--- config.mk ---
export PLATFORM = sky130hd
export DESIGN_NAME = uart_16550_register_block_core_flat
export DESIGN_NICKNAME = d
export VERILOG_FILES = /design/src/hw/rtl/u16550_pkg.sv /design/src/hw/rtl/u16550_if.sv /design/src/hw/rtl/u16550_fifo.sv /design/src/hw/rtl/uart_16550_register_block_core.sv /design/src/flat_wrapper.sv
export SDC_FILE = /design/constraint.sdc
export NUM_CORES = 1
export LEC_CHECK = 0
export BUFFER_PORTS_ARGS = -buffer_cell sky130_fd_sc_hd__clkbuf_2
export CORE_ASPECT_RATIO = 0.8
export CORE_MARGIN = 10
export CORE_UTILIZATION = 40
export DETAILED_ROUTE_END_ITERATION = 7
export HOLD_SLACK_MARGIN = 0.1
export PLACE_DENSITY_LB_ADDON = 0.15
export SLEW_MARGIN = 20
export SYNTH_ARGS = -nofsm -noshare
export SYNTH_HDL_FRONTEND = slang
export SYNTH_HIERARCHICAL = 1
export SYNTH_SLANG_ARGS = --single-unit
--- constraint.sdc ---
create_clock -name clk -period 4.15 [get_ports clk]
set_clock_uncertainty 0.1 [all_clocks]
set_input_delay 0.2075 -clock clk [delete_from_list [all_inputs] [get_ports clk]]
set_output_delay 0.2075 -clock clk [all_outputs]
set_load 0.05 [all_outputs]
--- src/hw/rtl/u16550_pkg.sv ---
package u16550_pkg;

	localparam int unsigned FIFO_DEPTH_DEF = 16;

	typedef enum logic [1:0] {
		OP_READ    = 2'd0,
		OP_WRITE   = 2'd1,
		OP_LINE_RX = 2'd2,
		OP_TX_SLOT = 2'd3
	} op_t;

	typedef enum logic [2:0] {
		REG_DATA = 3'd0,
		REG_IER  = 3'd1,
		REG_ISR  = 3'd2,
		REG_LCR  = 3'd3,
		REG_LSR  = 3'd5
	} reg_ofs_t;

	localparam logic [3:0] IER_RX_DATA  = 4'(1 << 0);
	localparam logic [3:0] IER_TX_EMPTY = 4'(1 << 1);
	localparam logic [7:0] FCR_ENABLE   = 8'(1 << 0);
	localparam logic [7:0] FCR_CLR_RX   = 8'(1 << 1);
	localparam logic [7:0] FCR_CLR_TX   = 8'(1 << 2);
	localparam logic [7:0] LCR_DLAB     = 8'(1 << 7);
	localparam logic [7:0] ISR_RX_DATA  = 8'h04;
	localparam logic [7:0] ISR_TX_EMPTY = 8'h02;
	localparam logic [7:0] ISR_NONE     = 8'h01;
	localparam logic [7:0] ISR_FIFO_ON  = 8'hC0;
	localparam logic [7:0] LSR_DR       = 8'(1 << 0);
	localparam logic [7:0] LSR_OE       = 8'(1 << 1);
	localparam logic [7:0] LSR_TX_EMPTY = 8'h60;

	typedef struct packed {
		logic       push;
		logic       pop;
		logic       clear;
		logic       deep;
		logic [7:0] wdata;
	} fifo_ctl_t;

	typedef struct packed {
		logic       empty;
		logic       full;
		logic       empty_next;
		logic [7:0] data;
	} fifo_stat_t;

	typedef struct packed {
		logic [7:0] read_value;
		logic       tx_valid;
		logic [7:0] tx_byte;
		logic       irq;
	} result_t;

endpackage

--- src/hw/rtl/u16550_if.sv ---
interface u16550_req_if;
	logic       valid;
	logic       ready;
	logic [1:0] opcode;
	logic [2:0] reg_offset;
	logic [7:0] write_value;
	logic [7:0] line_byte;

	modport source (output valid, output opcode, output reg_offset, output write_value,
		output line_byte, input ready);
	modport sink (input valid, input opcode, input reg_offset, input write_value,
		input line_byte, output ready);
endinterface

interface u16550_rsp_if;
	logic       valid;
	logic       ready;
	logic [7:0] read_value;
	logic       tx_valid;
	logic [7:0] tx_byte;
	logic       irq;

	modport source (output valid, output read_value, output tx_valid, output tx_byte,
		output irq, input ready);
	modport sink (input valid, input read_value, input tx_valid, input tx_byte,
		input irq, output ready);
endinterface

--- src/hw/rtl/u16550_fifo.sv ---
module u16550_fifo import u16550_pkg::*; #(
	parameter int unsigned DEPTH = FIFO_DEPTH_DEF
) (
	input  logic       clk,
	input  logic       arst_n,
	input  fifo_ctl_t  ctl,
	output fifo_stat_t stat
);

	localparam int unsigned AW = (DEPTH > 1) ? $clog2(DEPTH) : 1;
	localparam logic [AW:0]   DEPTH_W = (AW + 1)'(DEPTH);
	localparam logic [AW-1:0] LAST    = AW'(DEPTH - 1);

	logic [7:0]    mem_q [DEPTH];
	logic [AW-1:0] head_q;
	logic [AW:0]   fill_q;
	logic [7:0]    data_q;

	logic [AW:0]   wsum;
	logic [AW:0]   wwrap;
	logic [AW-1:0] waddr;
	logic          full;
	logic          push_ok;
	logic          pop_ok;
	logic [AW-1:0] head_n;
	logic [AW:0]   fill_n;

	always_comb begin
		wsum    = {1'b0, head_q} + fill_q;
		wwrap   = (wsum >= DEPTH_W) ? (wsum - DEPTH_W) : wsum;
		waddr   = wwrap[AW-1:0];
		full    = ctl.deep ? (fill_q == DEPTH_W) : (fill_q != '0);
		push_ok = ctl.push && !ctl.clear && !full;
		pop_ok  = ctl.pop && !ctl.clear && (fill_q != '0);
		head_n  = head_q;
		fill_n  = fill_q;
		priority if (ctl.clear) begin
			head_n = '0;
			fill_n = '0;
		end else if (push_ok) begin
			fill_n = fill_q + 1'b1;
		end else if (pop_ok) begin
			head_n = (head_q == LAST) ? '0 : head_q + 1'b1;
			fill_n = fill_q - 1'b1;
		end
	end

	always_ff @(posedge clk or negedge arst_n) begin
		if (!arst_n) begin
			head_q <= '0;
			fill_q <= '0;
		end else begin
			head_q <= head_n;
			fill_q <= fill_n;
		end
	end

	// keep the byte at the next head registered, bypassing a same-cycle write
	always_ff @(posedge clk) begin
		if (push_ok) begin
			mem_q[waddr] <= ctl.wdata;
		end
		data_q <= (push_ok && waddr == head_n) ? ctl.wdata : mem_q[head_n];
	end

	assign stat.empty      = (fill_q == '0);
	assign stat.full       = full;
	assign stat.empty_next = (fill_n == '0);
	assign stat.data       = data_q;

endmodule

--- src/hw/rtl/uart_16550_register_block_core.sv ---
// FIFO reads come from a registered head byte per FIFO. Results are registered
// in out_q, or in skid_q on a stall. Throughput: one item per cycle while skid_q
// is empty; a two-entry output buffer keeps req ready while one result waits on
// rsp. Reset (arst_n low, asynchronous): all CSRs, FIFO pointers and the overrun
// flag clear; FIFO storage is not cleared and is only read after it is written.
module uart_16550_register_block_core import u16550_pkg::*; #(
	parameter int unsigned FIFO_DEPTH = FIFO_DEPTH_DEF
) (
	input logic          clk,
	input logic          arst_n,
	u16550_req_if.sink   req,
	u16550_rsp_if.source rsp
);

	logic [15:0] dl_q;
	logic [3:0]  ier_q;
	logic [7:0]  lcr_q;
	logic        fifo_on_q;
	logic        ovr_q;

	fifo_ctl_t   rx_ctl;
	fifo_ctl_t   tx_ctl;
	fifo_stat_t  rx_stat;
	fifo_stat_t  tx_stat;

	result_t     res;
	result_t     out_q;
	result_t     skid_q;
	logic        out_valid_q;
	logic        skid_valid_q;

	logic        acc;
	logic        dlab;
	logic [15:0] dl_n;
	logic [3:0]  ier_n;
	logic [7:0]  lcr_n;
	logic        fifo_on_n;
	logic        ovr_n;
	logic [7:0]  isr;
	logic        chg;

	u16550_fifo #(.DEPTH(FIFO_DEPTH)) rx_fifo (
		.clk(clk), .arst_n(arst_n), .ctl(rx_ctl), .stat(rx_stat)
	);

	u16550_fifo #(.DEPTH(FIFO_DEPTH)) tx_fifo (
		.clk(clk), .arst_n(arst_n), .ctl(tx_ctl), .stat(tx_stat)
	);

	assign req.ready = !skid_valid_q;
	assign acc       = req.valid && req.ready;
	assign dlab      = (lcr_q & LCR_DLAB) != '0;

	always_comb begin
		isr = ISR_NONE;
		priority if (((ier_q & IER_RX_DATA) != '0) && !rx_stat.empty) begin
			isr = ISR_RX_DATA;
		end else if (((ier_q & IER_TX_EMPTY) != '0) && tx_stat.empty) begin
			isr = ISR_TX_EMPTY;
		end
		if (fifo_on_q) begin
			isr = isr | ISR_FIFO_ON;
		end
	end

	always_comb begin
		dl_n      = dl_q;
		ier_n     = ier_q;
		lcr_n     = lcr_q;
		fifo_on_n = fifo_on_q;
		ovr_n     = ovr_q;
		chg       = 1'b0;
		rx_ctl    = '{push: 1'b0, pop: 1'b0, clear: 1'b0, deep: fifo_on_q,
			wdata: req.line_byte};
		tx_ctl    = '{push: 1'b0, pop: 1'b0, clear: 1'b0, deep: fifo_on_q,
			wdata: req.write_value};
		res       = '0;
		if (acc) begin
			unique case (op_t'(req.opcode))
				OP_READ: begin
					case (req.reg_offset)
						REG_DATA: begin
							if (dlab) begin
								res.read_value = dl_q[7:0];
							end else if (!rx_stat.empty) begin
								res.read_value = rx_stat.data;
								rx_ctl.pop     = 1'b1;
							end
						end
						REG_IER: begin
							res.read_value = dlab ? dl_q[15:8] : {4'b0, ier_q};
						end
						REG_ISR: res.read_value = isr;
						REG_LCR: res.read_value = lcr_q;
						REG_LSR: begin
							res.read_value = (rx_stat.empty ? 8'h00 : LSR_DR) |
								(ovr_q ? LSR_OE : 8'h00) |
								(tx_stat.empty ? LSR_TX_EMPTY : 8'h00);
							ovr_n = 1'b0;
						end
						default: res.read_value = '0;
					endcase
				end
				OP_WRITE: begin
					case (req.reg_offset)
						REG_DATA: begin
							if (dlab) begin
								dl_n[7:0] = req.write_value;
							end else begin
								tx_ctl.push = 1'b1;
							end
						end
						REG_IER: begin
							if (dlab) begin
								dl_n[15:8] = req.write_value;
							end else begin
								ier_n = req.write_value[3:0];
							end
						end
						REG_ISR: begin
							fifo_on_n    = (req.write_value & FCR_ENABLE) != '0;
							chg          = fifo_on_n != fifo_on_q;
							rx_ctl.clear = chg || ((req.write_value & FCR_CLR_RX) != '0);
							tx_ctl.clear = chg || ((req.write_value & FCR_CLR_TX) != '0);
						end
						REG_LCR: lcr_n = req.write_value;
						default: ;
					endcase
				end
				OP_LINE_RX: begin
					if (rx_stat.full) begin
						ovr_n = 1'b1;
					end else begin
						rx_ctl.push = 1'b1;
					end
				end
				OP_TX_SLOT: begin
					if (!tx_stat.empty) begin
						res.tx_valid = 1'b1;
						res.tx_byte  = tx_stat.data;
						tx_ctl.pop   = 1'b1;
					end
				end
			endcase
			res.irq = (((ier_n & IER_RX_DATA) != '0) && !rx_stat.empty_next) ||
				(((ier_n & IER_TX_EMPTY) != '0) && tx_stat.empty_next);
		end
	end

	always_ff @(posedge clk or negedge arst_n) begin
		if (!arst_n) begin
			dl_q      <= '0;
			ier_q     <= '0;
			lcr_q     <= '0;
			fifo_on_q <= 1'b0;
			ovr_q     <= 1'b0;
		end else begin
			dl_q      <= dl_n;
			ier_q     <= ier_n;
			lcr_q     <= lcr_n;
			fifo_on_q <= fifo_on_n;
			ovr_q     <= ovr_n;
		end
	end

	always_ff @(posedge clk or negedge arst_n) begin
		if (!arst_n) begin
			out_valid_q  <= 1'b0;
			skid_valid_q <= 1'b0;
		end else begin
			if (!out_valid_q || rsp.ready) begin
				if (skid_valid_q) begin
					out_valid_q  <= 1'b1;
					skid_valid_q <= 1'b0;
				end else begin
					out_valid_q <= acc;
				end
			end else if (acc) begin
				skid_valid_q <= 1'b1;
			end
		end
	end

	always_ff @(posedge clk) begin
		if (!out_valid_q || rsp.ready) begin
			out_q <= skid_valid_q ? skid_q : res;
		end else if (acc) begin
			skid_q <= res;
		end
	end

	assign rsp.valid      = out_valid_q;
	assign rsp.read_value = out_q.read_value;
	assign rsp.tx_valid   = out_q.tx_valid;
	assign rsp.tx_byte    = out_q.tx_byte;
	assign rsp.irq        = out_q.irq;

endmodule

--- src/flat_wrapper.sv ---
// flat-port wrapper written by rule: the top's interface ports become plain ports
module uart_16550_register_block_core_flat import u16550_pkg::*;
#(
	parameter int unsigned FIFO_DEPTH = FIFO_DEPTH_DEF
)
  (clk, arst_n, req_valid, req_opcode, req_reg_offset, req_write_value, req_line_byte, req_ready, rsp_valid, rsp_read_value, rsp_tx_valid, rsp_tx_byte, rsp_irq, rsp_ready);
  u16550_req_if req_i ();
  u16550_rsp_if rsp_i ();
  input logic clk;
  input logic arst_n;
  input wire logic [$bits(req_i.valid)-1:0] req_valid;
  input wire logic [$bits(req_i.opcode)-1:0] req_opcode;
  input wire logic [$bits(req_i.reg_offset)-1:0] req_reg_offset;
  input wire logic [$bits(req_i.write_value)-1:0] req_write_value;
  input wire logic [$bits(req_i.line_byte)-1:0] req_line_byte;
  output wire logic [$bits(req_i.ready)-1:0] req_ready;
  output wire logic [$bits(rsp_i.valid)-1:0] rsp_valid;
  output wire logic [$bits(rsp_i.read_value)-1:0] rsp_read_value;
  output wire logic [$bits(rsp_i.tx_valid)-1:0] rsp_tx_valid;
  output wire logic [$bits(rsp_i.tx_byte)-1:0] rsp_tx_byte;
  output wire logic [$bits(rsp_i.irq)-1:0] rsp_irq;
  input wire logic [$bits(rsp_i.ready)-1:0] rsp_ready;
  assign req_i.valid = req_valid;
  assign req_i.opcode = req_opcode;
  assign req_i.reg_offset = req_reg_offset;
  assign req_i.write_value = req_write_value;
  assign req_i.line_byte = req_line_byte;
  assign req_ready = req_i.ready;
  assign rsp_valid = rsp_i.valid;
  assign rsp_read_value = rsp_i.read_value;
  assign rsp_tx_valid = rsp_i.tx_valid;
  assign rsp_tx_byte = rsp_i.tx_byte;
  assign rsp_irq = rsp_i.irq;
  assign rsp_i.ready = rsp_ready;
  uart_16550_register_block_core #(.FIFO_DEPTH(FIFO_DEPTH)) u_core (.clk(clk), .arst_n(arst_n), .req(req_i), .rsp(rsp_i));
endmodule
==> metrics <==
sequential power share 0.437; die area around 45000 sq um; I/O Buffers 44; status finished, final reports clean; switching share of power 0.2860; Ys Warns 6; floorplan die height around 190 microns; top sig layer met4; first-pass GRT wire length a little over 50000 microns; CP required approximately 4.3 ns; largest net degree at the start of global routing 42; Total GRT Usage 0.1494; core footprint about 36000 sq um; Max FO, Critical Path 7; CTS Buf Count 37; Max Slew Vio Count 0; CTS tree yes; Sink Count 350; P_int 6.905 mW; Residual DRC 0; Multi-input gate area roughly 4300 sq um; Critical Path Sink Type flop; Die Wd roughly 230 microns; hold path depth 1; final setup violation count 0; clock buffer depth 3; Initial Util 0.4078; DRT iter0 DRCs approximately 600; Antenna Nets Post-Route 0; Post-DP HPWL about 22000 microns; Max Freq between 200 and 300 MHz; Mapped Avg Cell Area approximately 18 sq um; # diodes 0; met2 routed WL between 10000 and 15000 microns; period utilisation layout 0.9271; Max Cap Viol 0; Clock power frac 0.340; DR vias slightly below 8000; Syn-to-layout area delta 16.32%; TritonRoute pass-1 iters 4; R2R Setup Slk 0.30 ns; setup_tns 0 ns; startpoint of the worst hold path req_write_value[7]; Metal-1 WL around 16000 microns; Critical R2R Capture u_core/rsp.irq; postcts setup bufs 0; GP Congestion about 0.8; H-tree levels 2; worst-margin pin slew between 0.8 and 0.9 ns; post-route cell area 17150 sq um; final wirelength about 33000 microns; layout cells sized above 1 0.2950; reg2reg path depth 14; clock latency on the worst-skew pair 0.54 ns; Leakage about 6.0 nW; row cnt 62; Power Density 564.1 nW/um^2; met3 wire len around 1600 microns; Comb pwr share 0.223; vias in the first global route around 8000; grt ovf 0; Max IR drop VDD roughly 0.00034 V; # IOs 45; Vias/cell 5.365; CP Launch Type flop; reg-to-reg startpoint u_core/rx_fifo/fill_q[0]; # fillers slightly above 3000; Final min period about 3.8 ns; cells after synthesis approximately 840; Hold Path Class in2reg; Reg clk slew, reported paths ~0.06 ns; Final Hold Viols 0; CP Class reg2reg; register area about 10000 sq um; Post-Synthesis Cell Area 14740 sq um; Avg WL per Cell approximately 23 microns; initial antenna violation count 0; Worst EP arrival around 4 ns; Slew Limit Headroom 0.4107; switching power 2.766 mW; root buffer cell clkbuf_16; Placement Cell Area ~16000 sq um; fin nets 993; Worst Hold End u_core/tx_fifo/mem_q[11][7]; Post-Syn Nets between 800 and 900
==> power by group through the flow <==
stage          Sequential, mW  Clock (mW)  Combinational [mW]
2_1_floorplan            4.25           0                1.55
3_3_place_gp             4.29           0                2.15
3_5_place_dp             4.30           0                2.16
4_1_cts                  4.23        3.39                2.18
5_1_grt                  4.26        3.52                2.35
6_report                 4.22        3.29                2.16
==> timing repair <==
action                                  in CTS  in global routing
hold buffers                                14                  0
hold endpoints to repair                   172                  0
endpoints found under the setup margin       0                  2
resized for setup                            0                  1
==> layout by cell type (no fill, tap or decap), drive strengths merged, types with 6 or more instances in the layout <==
master / count
edfxtp: 292
clkbuf: 97
mux4: 80
nor2: 64
buf: 51
dfrtp: 50
nand2: 42
mux2: 34
inv: 26
a21o: 16
o21ai: 16
dlygate4sd3: 14
a21oi: 13
mux2i: 13
ha: 12
and2: 11
nand2b: 10
xnor2: 10
nor3: 10
clkinv: 8
dfxtp: 8
nor2b: 7
xor2: 7
nand3: 6
and3: 6
==> worst max path at each step <==
stage | start | endpoint | slack, ns
floorplan | u_core/rx_fifo/fill_q[0] | u_core/rsp.irq | 0.55
global placement | u_core/rx_fifo/fill_q[0] | u_core/rsp.irq | 0.44
detailed placement | u_core/rx_fifo/fill_q[0] | u_core/rsp.irq | 0.20
CTS | u_core/rx_fifo/fill_q[0] | u_core/rsp.irq | 0.16
global route | u_core/rx_fifo/fill_q[0] | u_core/rsp.irq | -0.002
finish | u_core/rx_fifo/fill_q[0] | u_core/rsp.irq | 0.30
==> flip-flops by register name (all words and copies together), names as in the netlist, named ones only <==
signal / cells
u_core/rsp.valid: 1
u_core/lcr_q: 8
u_core/fifo_on_q: 1
u_core/tx_fifo/mem_q: 128
u_core/rx_fifo/fill_q: 5
u_core/rsp.read_value: 8
u_core/tx_fifo/fill_q: 5
u_core/rx_fifo/mem_q: 128
u_core/dl_q: 16
u_core/ovr_q: 1
u_core/rsp.tx_byte: 8
u_core/rx_fifo/head_q: 4
u_core/skid_q: 18
u_core/ier_q: 4
u_core/rsp.tx_valid: 1
u_core/rsp.irq: 1
u_core/skid_valid_q: 1
u_core/tx_fifo/head_q: 4
==> per-layer routing <==
layer / vias to the layer above / global-route usage
li1: 3548 / -
met4: 0 / 0.03617
met2: 163 / 0.2197
met1: 4104 / 0.2229
met3: 34 / 0.02956
met5: - / 0
==> layout make-up <==
cell class	instances	share of cell area
repair buffers	109	0.04335
flip-flops and latches	350	0.5938
well taps	480	0.03503
clock buffers	53	0.06217
clock inverters	15	0.009048
multi-input cells	433	0.2515
inverters	23	0.005035
==> critical path: stages (launching register included) <==
cell	delay, ns
dfrtp_1	0.43
inv_1	0.15
ha_1	0.24
nor4b_4	0.37
a21oi_1	0.10
nor4b_1	0.36
nor2b_1	0.32
mux2_4	0.26
mux2i_1	0.24
mux2i_1	0.26
o2111a_1	0.22
inv_1	0.06
a22oi_1	0.17
mux2_2	0.20
o21ai_0	0.08
==> per-stage QoR <==
step	util	worst slack [ns]	power, mW	hold WS (ns)	instances
final	0.4743	0.3027	9.672	0.1333	1463
after global routing	0.4743	-0.001782	10.13	0.1221	1463
after CTS	0.4741	0.1614	9.791	0.1043	1463
after detailed placement	0.4364	0.2035	6.454	0.04515	1381
after global placement	0.4364	0.4419	6.441	0.04570	1381
after floorplan	-	0.5530	5.804	-0.1881	842
Note: power is estimated with default switching activity, not from simulation.
